==> src/scvl_pkg.sv <==
// Shared constants for the soft current velocity limiter.
`timescale 1ns / 1ps
package scvl_pkg;

    localparam int SAMPLE_WIDTH = 16;

    localparam int SCALE_W    = 17;
    localparam int LIMIT_W    = 15;
    localparam int GAIN_W     = 16;
    localparam int CFG_IDX_W  = 2;
    localparam int CFG_DATA_W = 17;

    localparam logic [SCALE_W-1:0] SCALE_ONE = 17'h10000;

    // Register indexes on the configuration channel
    localparam logic [CFG_IDX_W-1:0] REG_TRIP_LEVEL = 2'd0;
    localparam logic [CFG_IDX_W-1:0] REG_DOWN_GAIN  = 2'd1;
    localparam logic [CFG_IDX_W-1:0] REG_UP_STEP    = 2'd2;

    localparam logic [LIMIT_W-1:0] TRIP_LEVEL_RST = 15'd352;
    localparam logic [GAIN_W-1:0]  DOWN_GAIN_RST  = 16'd2621;
    localparam logic [SCALE_W-1:0] UP_STEP_RST    = 17'd655;

    // Stream packing
    localparam int IN_FIELDS_W  = 4 * SAMPLE_WIDTH;
    localparam int IN_TDATA_W   = ((IN_FIELDS_W + 7) / 8) * 8;
    localparam int OUT_FIELDS_W = 2 * SAMPLE_WIDTH + 1 + 2 * SCALE_W;
    localparam int OUT_TDATA_W  = ((OUT_FIELDS_W + 7) / 8) * 8;

    localparam int OUT_LIMIT_BIT   = 2 * SAMPLE_WIDTH;
    localparam int OUT_LSCALE_LSB  = 2 * SAMPLE_WIDTH + 1;
    localparam int OUT_ASCALE_LSB  = OUT_LSCALE_LSB + SCALE_W;

    // Shared multiplier: excess or command by gain or scale
    localparam int MUL_A_W = SAMPLE_WIDTH + 1;
    localparam int MUL_B_W = SCALE_W + 1;
    localparam int PROD_W  = MUL_A_W + MUL_B_W;
    localparam int DEC_W   = PROD_W - 8;
    localparam int CMP_W   = (SAMPLE_WIDTH > LIMIT_W) ? SAMPLE_WIDTH : LIMIT_W;

endpackage

==> src/soft_current_velocity_limiter_core.sv <==
// Soft current velocity limiter: sequenced datapath around one shared multiplier.
`timescale 1ns / 1ps
// Usage:
//   Input beat on s_tvalid/s_tready/s_tdata carries one control tick: both wheel
//   currents and the commanded linear and angular velocity. Each accepted beat
//   yields exactly one result beat on m_tvalid/m_tready/m_tdata with the scaled
//   commands, the limiting flag and both updated Q1.16 scales.
//   Configuration registers (current threshold, down gain, up step) are written
//   through cfg_valid/cfg_index/cfg_data; cfg_ready is always high. Write them only
//   while no tick is in flight. Unused indexes are dropped.
// Sequence:
//   Each tick runs through the seven sequencer steps: an idle/accept step, a
//   magnitude and compare step, then three passes through the single signed
//   multiplier (excess by gain, linear command by scale, angular command by
//   scale) with a scale update between the first and second. The result is
//   registered in the finish step once the output register is free, and s_tready
//   is high again from that same edge. A new tick is taken only back in idle.
// Reset (aresetn low, synchronous): both scales return to full scale, the
//   registers to their defaults, and no result is pending.
// Stall: a result waits in the output register; the next tick is still taken,
//   and its result holds in the last sequencer step until m_tready frees it.
module soft_current_velocity_limiter_core
    import scvl_pkg::*;
(
    input  logic                    aclk,
    input  logic                    aresetn,
    // left_current, right_current, linear_cmd, angular_cmd
    input  logic [IN_TDATA_W-1:0]   s_tdata,
    input  logic                    s_tvalid,
    output logic                    s_tready,
    // linear_out, angular_out, limiting, linear_scale_now, angular_scale_now
    output logic [OUT_TDATA_W-1:0]  m_tdata,
    output logic                    m_tvalid,
    input  logic                    m_tready,
    input  logic                    cfg_valid,
    output logic                    cfg_ready,
    input  logic [CFG_IDX_W-1:0]    cfg_index,
    input  logic [CFG_DATA_W-1:0]   cfg_data
);

    localparam int SW = SAMPLE_WIDTH;

    localparam logic [2:0] ST_IDLE    = 3'd0;
    localparam logic [2:0] ST_PEAK    = 3'd1;
    localparam logic [2:0] ST_MUL_DEC = 3'd2;
    localparam logic [2:0] ST_UPDATE  = 3'd3;
    localparam logic [2:0] ST_MUL_LIN = 3'd4;
    localparam logic [2:0] ST_MUL_ANG = 3'd5;
    localparam logic [2:0] ST_FINISH  = 3'd6;

    logic [2:0]             state_reg, state_next;

    logic [LIMIT_W-1:0]     trip_level_reg;
    logic [GAIN_W-1:0]      down_gain_reg;
    logic [SCALE_W-1:0]     up_step_reg;
    logic [SCALE_W-1:0]     lin_scale_reg, ang_scale_reg;

    logic signed [SW-1:0]   lc_reg, rc_reg, lin_reg, ang_reg;
    logic                   limiting_reg;
    logic [SW-1:0]          excess_reg;
    logic signed [PROD_W-1:0] prod_reg;
    logic [SW-1:0]          lin_res_reg;

    logic                   m_valid_reg;
    logic [SW-1:0]          lin_out_reg, ang_out_reg;
    logic                   limit_out_reg;
    logic [SCALE_W-1:0]     lscale_out_reg, ascale_out_reg;

    logic                   s_fire, out_free;

    // magnitude and compare
    logic signed [SW:0]     lc_ext, rc_ext, lc_neg, rc_neg;
    logic [SW-1:0]          lc_mag, rc_mag, peak;
    logic [CMP_W-1:0]       peak_cmp, limit_cmp, excess_full;
    logic                   over_limit;

    // shared multiplier
    logic signed [MUL_A_W-1:0] mul_a;
    logic signed [MUL_B_W-1:0] mul_b;
    logic signed [PROD_W-1:0]  mul_p;

    // scale update
    logic [DEC_W-1:0]       dec;
    logic [SCALE_W:0]       lin_up, ang_up;
    logic [SCALE_W-1:0]     lin_rec, ang_rec;

    assign s_tready  = (state_reg == ST_IDLE);
    assign s_fire    = s_tvalid && s_tready;
    assign out_free  = !m_valid_reg || m_tready;
    assign cfg_ready = 1'b1;

    always_comb begin
        state_next = state_reg;
        case (state_reg)
            ST_IDLE:    if (s_fire) state_next = ST_PEAK;
            ST_PEAK:    state_next = ST_MUL_DEC;
            ST_MUL_DEC: state_next = ST_UPDATE;
            ST_UPDATE:  state_next = ST_MUL_LIN;
            ST_MUL_LIN: state_next = ST_MUL_ANG;
            ST_MUL_ANG: state_next = ST_FINISH;
            ST_FINISH:  if (out_free) state_next = ST_IDLE;
            default:    state_next = ST_IDLE;
        endcase
    end

    // Most negative current takes its exact magnitude through the extra bit
    always_comb begin
        lc_ext   = {lc_reg[SW-1], lc_reg};
        rc_ext   = {rc_reg[SW-1], rc_reg};
        lc_neg   = -lc_ext;
        rc_neg   = -rc_ext;
        lc_mag   = lc_reg[SW-1] ? lc_neg[SW-1:0] : lc_reg;
        rc_mag   = rc_reg[SW-1] ? rc_neg[SW-1:0] : rc_reg;
        peak     = (lc_mag > rc_mag) ? lc_mag : rc_mag;
        peak_cmp  = CMP_W'(peak);
        limit_cmp = CMP_W'(trip_level_reg);
        over_limit  = peak_cmp > limit_cmp;
        excess_full = peak_cmp - limit_cmp;
    end

    always_comb begin
        case (state_reg)
            ST_MUL_DEC: begin
                mul_a = signed'({1'b0, excess_reg});
                mul_b = signed'(MUL_B_W'(down_gain_reg));
            end
            ST_MUL_LIN: begin
                mul_a = MUL_A_W'(lin_reg);
                mul_b = signed'({1'b0, lin_scale_reg});
            end
            default: begin
                mul_a = MUL_A_W'(ang_reg);
                mul_b = signed'({1'b0, ang_scale_reg});
            end
        endcase
        mul_p = mul_a * mul_b;
    end

    always_comb begin
        dec     = prod_reg[PROD_W-1:8];
        lin_up  = {1'b0, lin_scale_reg} + {1'b0, up_step_reg};
        ang_up  = {1'b0, ang_scale_reg} + {1'b0, up_step_reg};
        lin_rec = (lin_up > {1'b0, SCALE_ONE}) ? SCALE_ONE : lin_up[SCALE_W-1:0];
        ang_rec = (ang_up > {1'b0, SCALE_ONE}) ? SCALE_ONE : ang_up[SCALE_W-1:0];
    end

    always_ff @(posedge aclk) begin
        if (!aresetn) begin
            state_reg      <= ST_IDLE;
            trip_level_reg <= TRIP_LEVEL_RST;
            down_gain_reg  <= DOWN_GAIN_RST;
            up_step_reg    <= UP_STEP_RST;
            lin_scale_reg  <= SCALE_ONE;
            ang_scale_reg  <= SCALE_ONE;
            m_valid_reg    <= 1'b0;
        end else begin
            state_reg <= state_next;

            if (cfg_valid) begin
                case (cfg_index)
                    REG_TRIP_LEVEL: trip_level_reg <= cfg_data[LIMIT_W-1:0];
                    REG_DOWN_GAIN:  down_gain_reg  <= cfg_data[GAIN_W-1:0];
                    REG_UP_STEP:    up_step_reg    <= cfg_data[SCALE_W-1:0];
                    default:        ;
                endcase
            end

            // Drain angular first; linear only once angular sits at zero
            if (state_reg == ST_UPDATE) begin
                if (limiting_reg) begin
                    if (ang_scale_reg != '0) begin
                        ang_scale_reg <= (dec >= DEC_W'(ang_scale_reg)) ? '0 :
                                         ang_scale_reg - dec[SCALE_W-1:0];
                    end else begin
                        lin_scale_reg <= (dec >= DEC_W'(lin_scale_reg)) ? '0 :
                                         lin_scale_reg - dec[SCALE_W-1:0];
                    end
                end else begin
                    lin_scale_reg <= lin_rec;
                    ang_scale_reg <= ang_rec;
                end
            end

            if (state_reg == ST_FINISH && out_free) begin
                m_valid_reg <= 1'b1;
            end else if (m_tready) begin
                m_valid_reg <= 1'b0;
            end
        end
    end

    // Payload registers
    always_ff @(posedge aclk) begin
        if (s_fire) begin
            lc_reg  <= s_tdata[SW-1:0];
            rc_reg  <= s_tdata[2*SW-1:SW];
            lin_reg <= s_tdata[3*SW-1:2*SW];
            ang_reg <= s_tdata[4*SW-1:3*SW];
        end
        if (state_reg == ST_PEAK) begin
            limiting_reg <= over_limit;
            excess_reg   <= excess_full[SW-1:0];
        end
        if (state_reg == ST_MUL_DEC || state_reg == ST_MUL_LIN ||
            state_reg == ST_MUL_ANG) begin
            prod_reg <= mul_p;
        end
        // Floor shift by 16 is the arithmetic shift of the product
        if (state_reg == ST_MUL_ANG) begin
            lin_res_reg <= prod_reg[SW+15:16];
        end
        if (state_reg == ST_FINISH && out_free) begin
            lin_out_reg    <= lin_res_reg;
            ang_out_reg    <= prod_reg[SW+15:16];
            limit_out_reg  <= limiting_reg;
            lscale_out_reg <= lin_scale_reg;
            ascale_out_reg <= ang_scale_reg;
        end
    end

    assign m_tvalid = m_valid_reg;
    assign m_tdata  = OUT_TDATA_W'({ascale_out_reg, lscale_out_reg, limit_out_reg,
                                    ang_out_reg, lin_out_reg});

endmodule

==> config.mk <==
export PLATFORM = sky130hd
export DESIGN_NAME = soft_current_velocity_limiter_core
export DESIGN_NICKNAME = d
export VERILOG_FILES = /design/src/scvl_pkg.sv /design/src/soft_current_velocity_limiter_core.sv
export SDC_FILE = /design/constraint.sdc
export NUM_CORES = 1
export LEC_CHECK = 0
export CAP_MARGIN = 30
export CORE_MARGIN = 4
export CORE_UTILIZATION = 40
export CTS_CLUSTER_DIAMETER = 150
export DETAILED_ROUTE_END_ITERATION = 12
export DONT_BUFFER_PORTS = 1
export GPL_TIMING_DRIVEN = 0
export HOLD_SLACK_MARGIN = 0.06
export PLACE_DENSITY = 0.52
export SYNTH_ARGS = -nofsm -noshare
export SYNTH_HDL_FRONTEND = slang
export SYNTH_SLANG_ARGS = --single-unit
==> constraint.sdc <==
create_clock -name aclk -period 17.7 [get_ports aclk]
set_input_delay 3.54 -clock aclk [delete_from_list [all_inputs] [get_ports aclk]]
set_output_delay 3.54 -clock aclk [all_outputs]
set_load 0.02 [all_outputs]
==> results by group <==
Final layout
  • Area delta synth->final: 9.49%
  • Max reg flops: 27
  • Commonest non-fill, non-tap cells in the layout: inv_1 (395), nand2_1 (311), ha_1 (257)
  • Layout cells sized above 1: between 4 and 5%
  • Final non-filler cell total: ~3,600
  • Post-route design area: 27,700 um2
  • Commonest non-fill, non-tap cell in the layout: inv_1
  • Fin util: between 40 and 50%
  • Net count, final: between 3,000 and 4,000

Timing
  • Final Slew Violations: 0
  • Final worst path period share: a little over half
  • Final Hold Fails: 0
  • Max Clk Rate: ~100 MHz
  • Worst Tran Pin Value: roughly 1.1 ns
  • Hold WS: approximately 0.42 ns
  • Clock Skew: 0.0192 ns
  • Final worst setup slack: 8.12 ns
  • Setup violators final: 0
  • Unrepaired setup endpoints after global routing: no
  • Final min period: approximately 9.6 ns
  • Slew headroom: about a quarter
  • Post-Route Setup TNS: 0 ns

Pwr
  • Psw: 1.22 mW
  • Logic pwr share: 49.3%
  • Int Pwr: roughly 1.7 mW
  • Peak supply drop: between 0.07 and 0.08 mV
  • Power Density: ~110 nW/um2
  • Leakage: 12.2 nW
  • Clock share of power: between 20% and 30%
  • Sequential share of power: between 20% and 30%
  • Sw frac: about 41%
  • Final Power: about 3 mW

Yosys
  • Synth Flop Type: edfxtp_1
  • Ys Warns: 0
  • Top post-synthesis cells by area: edfxtp_1 (23%), fa_1 (18%), ha_1 (13%)
  • Mapped Cells: approximately 2,700
  • Seq/Total Area, Yosys: between 20% and 30%
  • Syn_area_per_cell: between 9 and 10 um2
  • #FFs+latches synth: 277
  • Mapped cell area: 25,300 um2
  • Share of the synthesized area in the top cell type: 22.7%
  • Ys async rst share: 0%
  • Number of synthesized flops with an enable pin: approximately 190
  • Unique masters post-synth: just under 80
  • Largest area contributor in the netlist: edfxtp_1

Clocking
  • CTS sink cnt: about 280
  • Post-CTS Setup Bufs: 0
  • Root buffer cell: clkbuf_16
  • Clk slew on worst S/H paths: 0.06 ns
  • Clock latency on the worst-skew pair: roughly 0.59 ns
  • TritonCTS clock tree: yes
  • Post-CTS Hold Fix Bufs: 0
  • CTS max path bufs: 3
  • Post_cts resized: 0
  • Number of CTS-inserted buffers: 31
  • H-tree levels: 1

GRT
  • Overflow after GRT: 0
  • Vias in the first global route: 20,000
  • Initial antenna violation count: 0
  • Largest net degree at the start of global routing: 35
  • First-pass GRT wire length: roughly 120 mm
  • GRT Total Usage: 24.0%

Routing
  • TritonRoute pass-1 iters: 5
  • Vias per inst: 5.53
  • Post-detailed-route count of antenna-violating nets: 0
  • Initial drt markers: 1,348
  • Drt drc: 0
  • Vias: 19,900
  • Routed WL per cell: ~23 um
  • Final wirelength: 82.2 mm

Floorplanning
  • Row count: between 90 and 100
  • IO Pins: 163
  • Starting density of the core: between 40% and 50%
  • Die Area: between 60,000 and 70,000 um2
  • Core area: a little over 60,000 um2
  • Die Y: approximately 260 um
  • Width of the chip: between 200 and 300 um

Worst setup path
  • Crit-path max FO: 10
  • Worst EP arrival: approximately 10 ns
  • Worst reg-to-reg setup slack: between 8 and 9 ns
  • CP required: around 18 ns
  • CP Capture Type: register
  • Setup crit start kind: register
  • CP Class: reg -> reg

Placement
  • I/O Buffers: 0
  • Placed instance count: roughly 3,500
  • Gpl congestion: around 0.94
  • Detailed placement HPWL: approximately 67 mm
  • Cell Area, Placed: 26,700 um2
  • Post-place setup slack: 8.16 ns

Run
  • Max_cap viols: 0

Min path
  • Worst hold path type: reg -> reg

Outcome
  • Status: completed
==> synth_stat cells, drive strengths merged, types with 14 or more instances <==
cell	instances
inv	396
nand2	311
ha	257
fa	228
nor2	221
edfxtp	191
a21oi	126
dfxtp	86
o21ai	82
clkbuf	65
nor3	62
xor2	51
xnor2	48
a21o	47
a221oi	34
nand3	29
buf	26
a221o	25
and2	24
nor2b	24
o21a	24
a31oi	23
a211oi	19
nand4	17
mux2i	16
nor4	16
or3	16
o31ai	15
and3	14
nand2b	14
==> worst paths after layout <==
| kind | to | cells after the start | startpoint |
|---|---|---|---|
| max | prod_reg[25] | 25 | state_reg[0] |
| min | lin_out_reg[5] | 0 | lin_res_reg[5] |
| max reg2reg | prod_reg[25] | 25 | state_reg[0] |
| min reg2reg | lin_out_reg[5] | 0 | lin_res_reg[5] |
==> cell type report <==
cell class                      instances  area [um2]
Inverter                              396        1490
Multi-Input combinational cell       1905       16000
Fill cell                            6110       34500
Clock inverter                         13         109
Timing Repair Buffer                   31         287
Sequential cell                       277        7460
Clock buffer                           43         883
Tap cell                              837        1050
Buffer                                 91         382
Antenna cell                            1        2.50
==> routing by layer <==
metal	part of all wire, %	wire, um	track usage, %
met1	46	37500	33.6
met2	46	37700	39.3
met3	5.5	4510	3.32
met4	2.9	2390	6.55
met5	0	0	0
==> kinds of logic after synthesis <==
kind of cell | synth area share [%]
compound gates | 13.7
other cells | 0.0297
flops | 29.5
xor+xnor | 3.43
fa+ha+maj | 30.8
buf+inv | 7.39
mux | 0.723
simple gates | 14.4
==> power groups by stage <==
stage	Sequential, mW	Clock [mW]	Combinational (mW)
2_1_floorplan	0.840	0	1.03
3_3_place_gp	0.882	0	1.41
3_5_place_dp	0.882	0	1.43
4_1_cts	0.869	0.647	1.45
5_1_grt	0.872	0.672	1.64
6_report	0.867	0.630	1.46
==> critical path: stages, from the launching register on <==
cell	delay (ns)
dfxtp_1	0.31
buf_4	0.18
nor3b_4	0.47
clkbuf_1	0.59
clkbuf_1	0.59
a221o_1	0.27
clkbuf_1	0.65
nand2_1	0.19
fa_1	0.60
fa_1	0.43
fa_1	0.52
inv_1	0.05
fa_1	0.46
fa_1	0.56
inv_1	0.06
fa_1	0.56
inv_1	0.06
ha_1	0.33
nand3_1	0.10
a211oi_1	0.08
a221oi_1	0.96
a21oi_1	0.31
o31a_1	0.34
o21ai_1	0.15
or4b_1	0.45
o311ai_1	0.10
No activity file was read; power rests on OpenSTA's default activity.
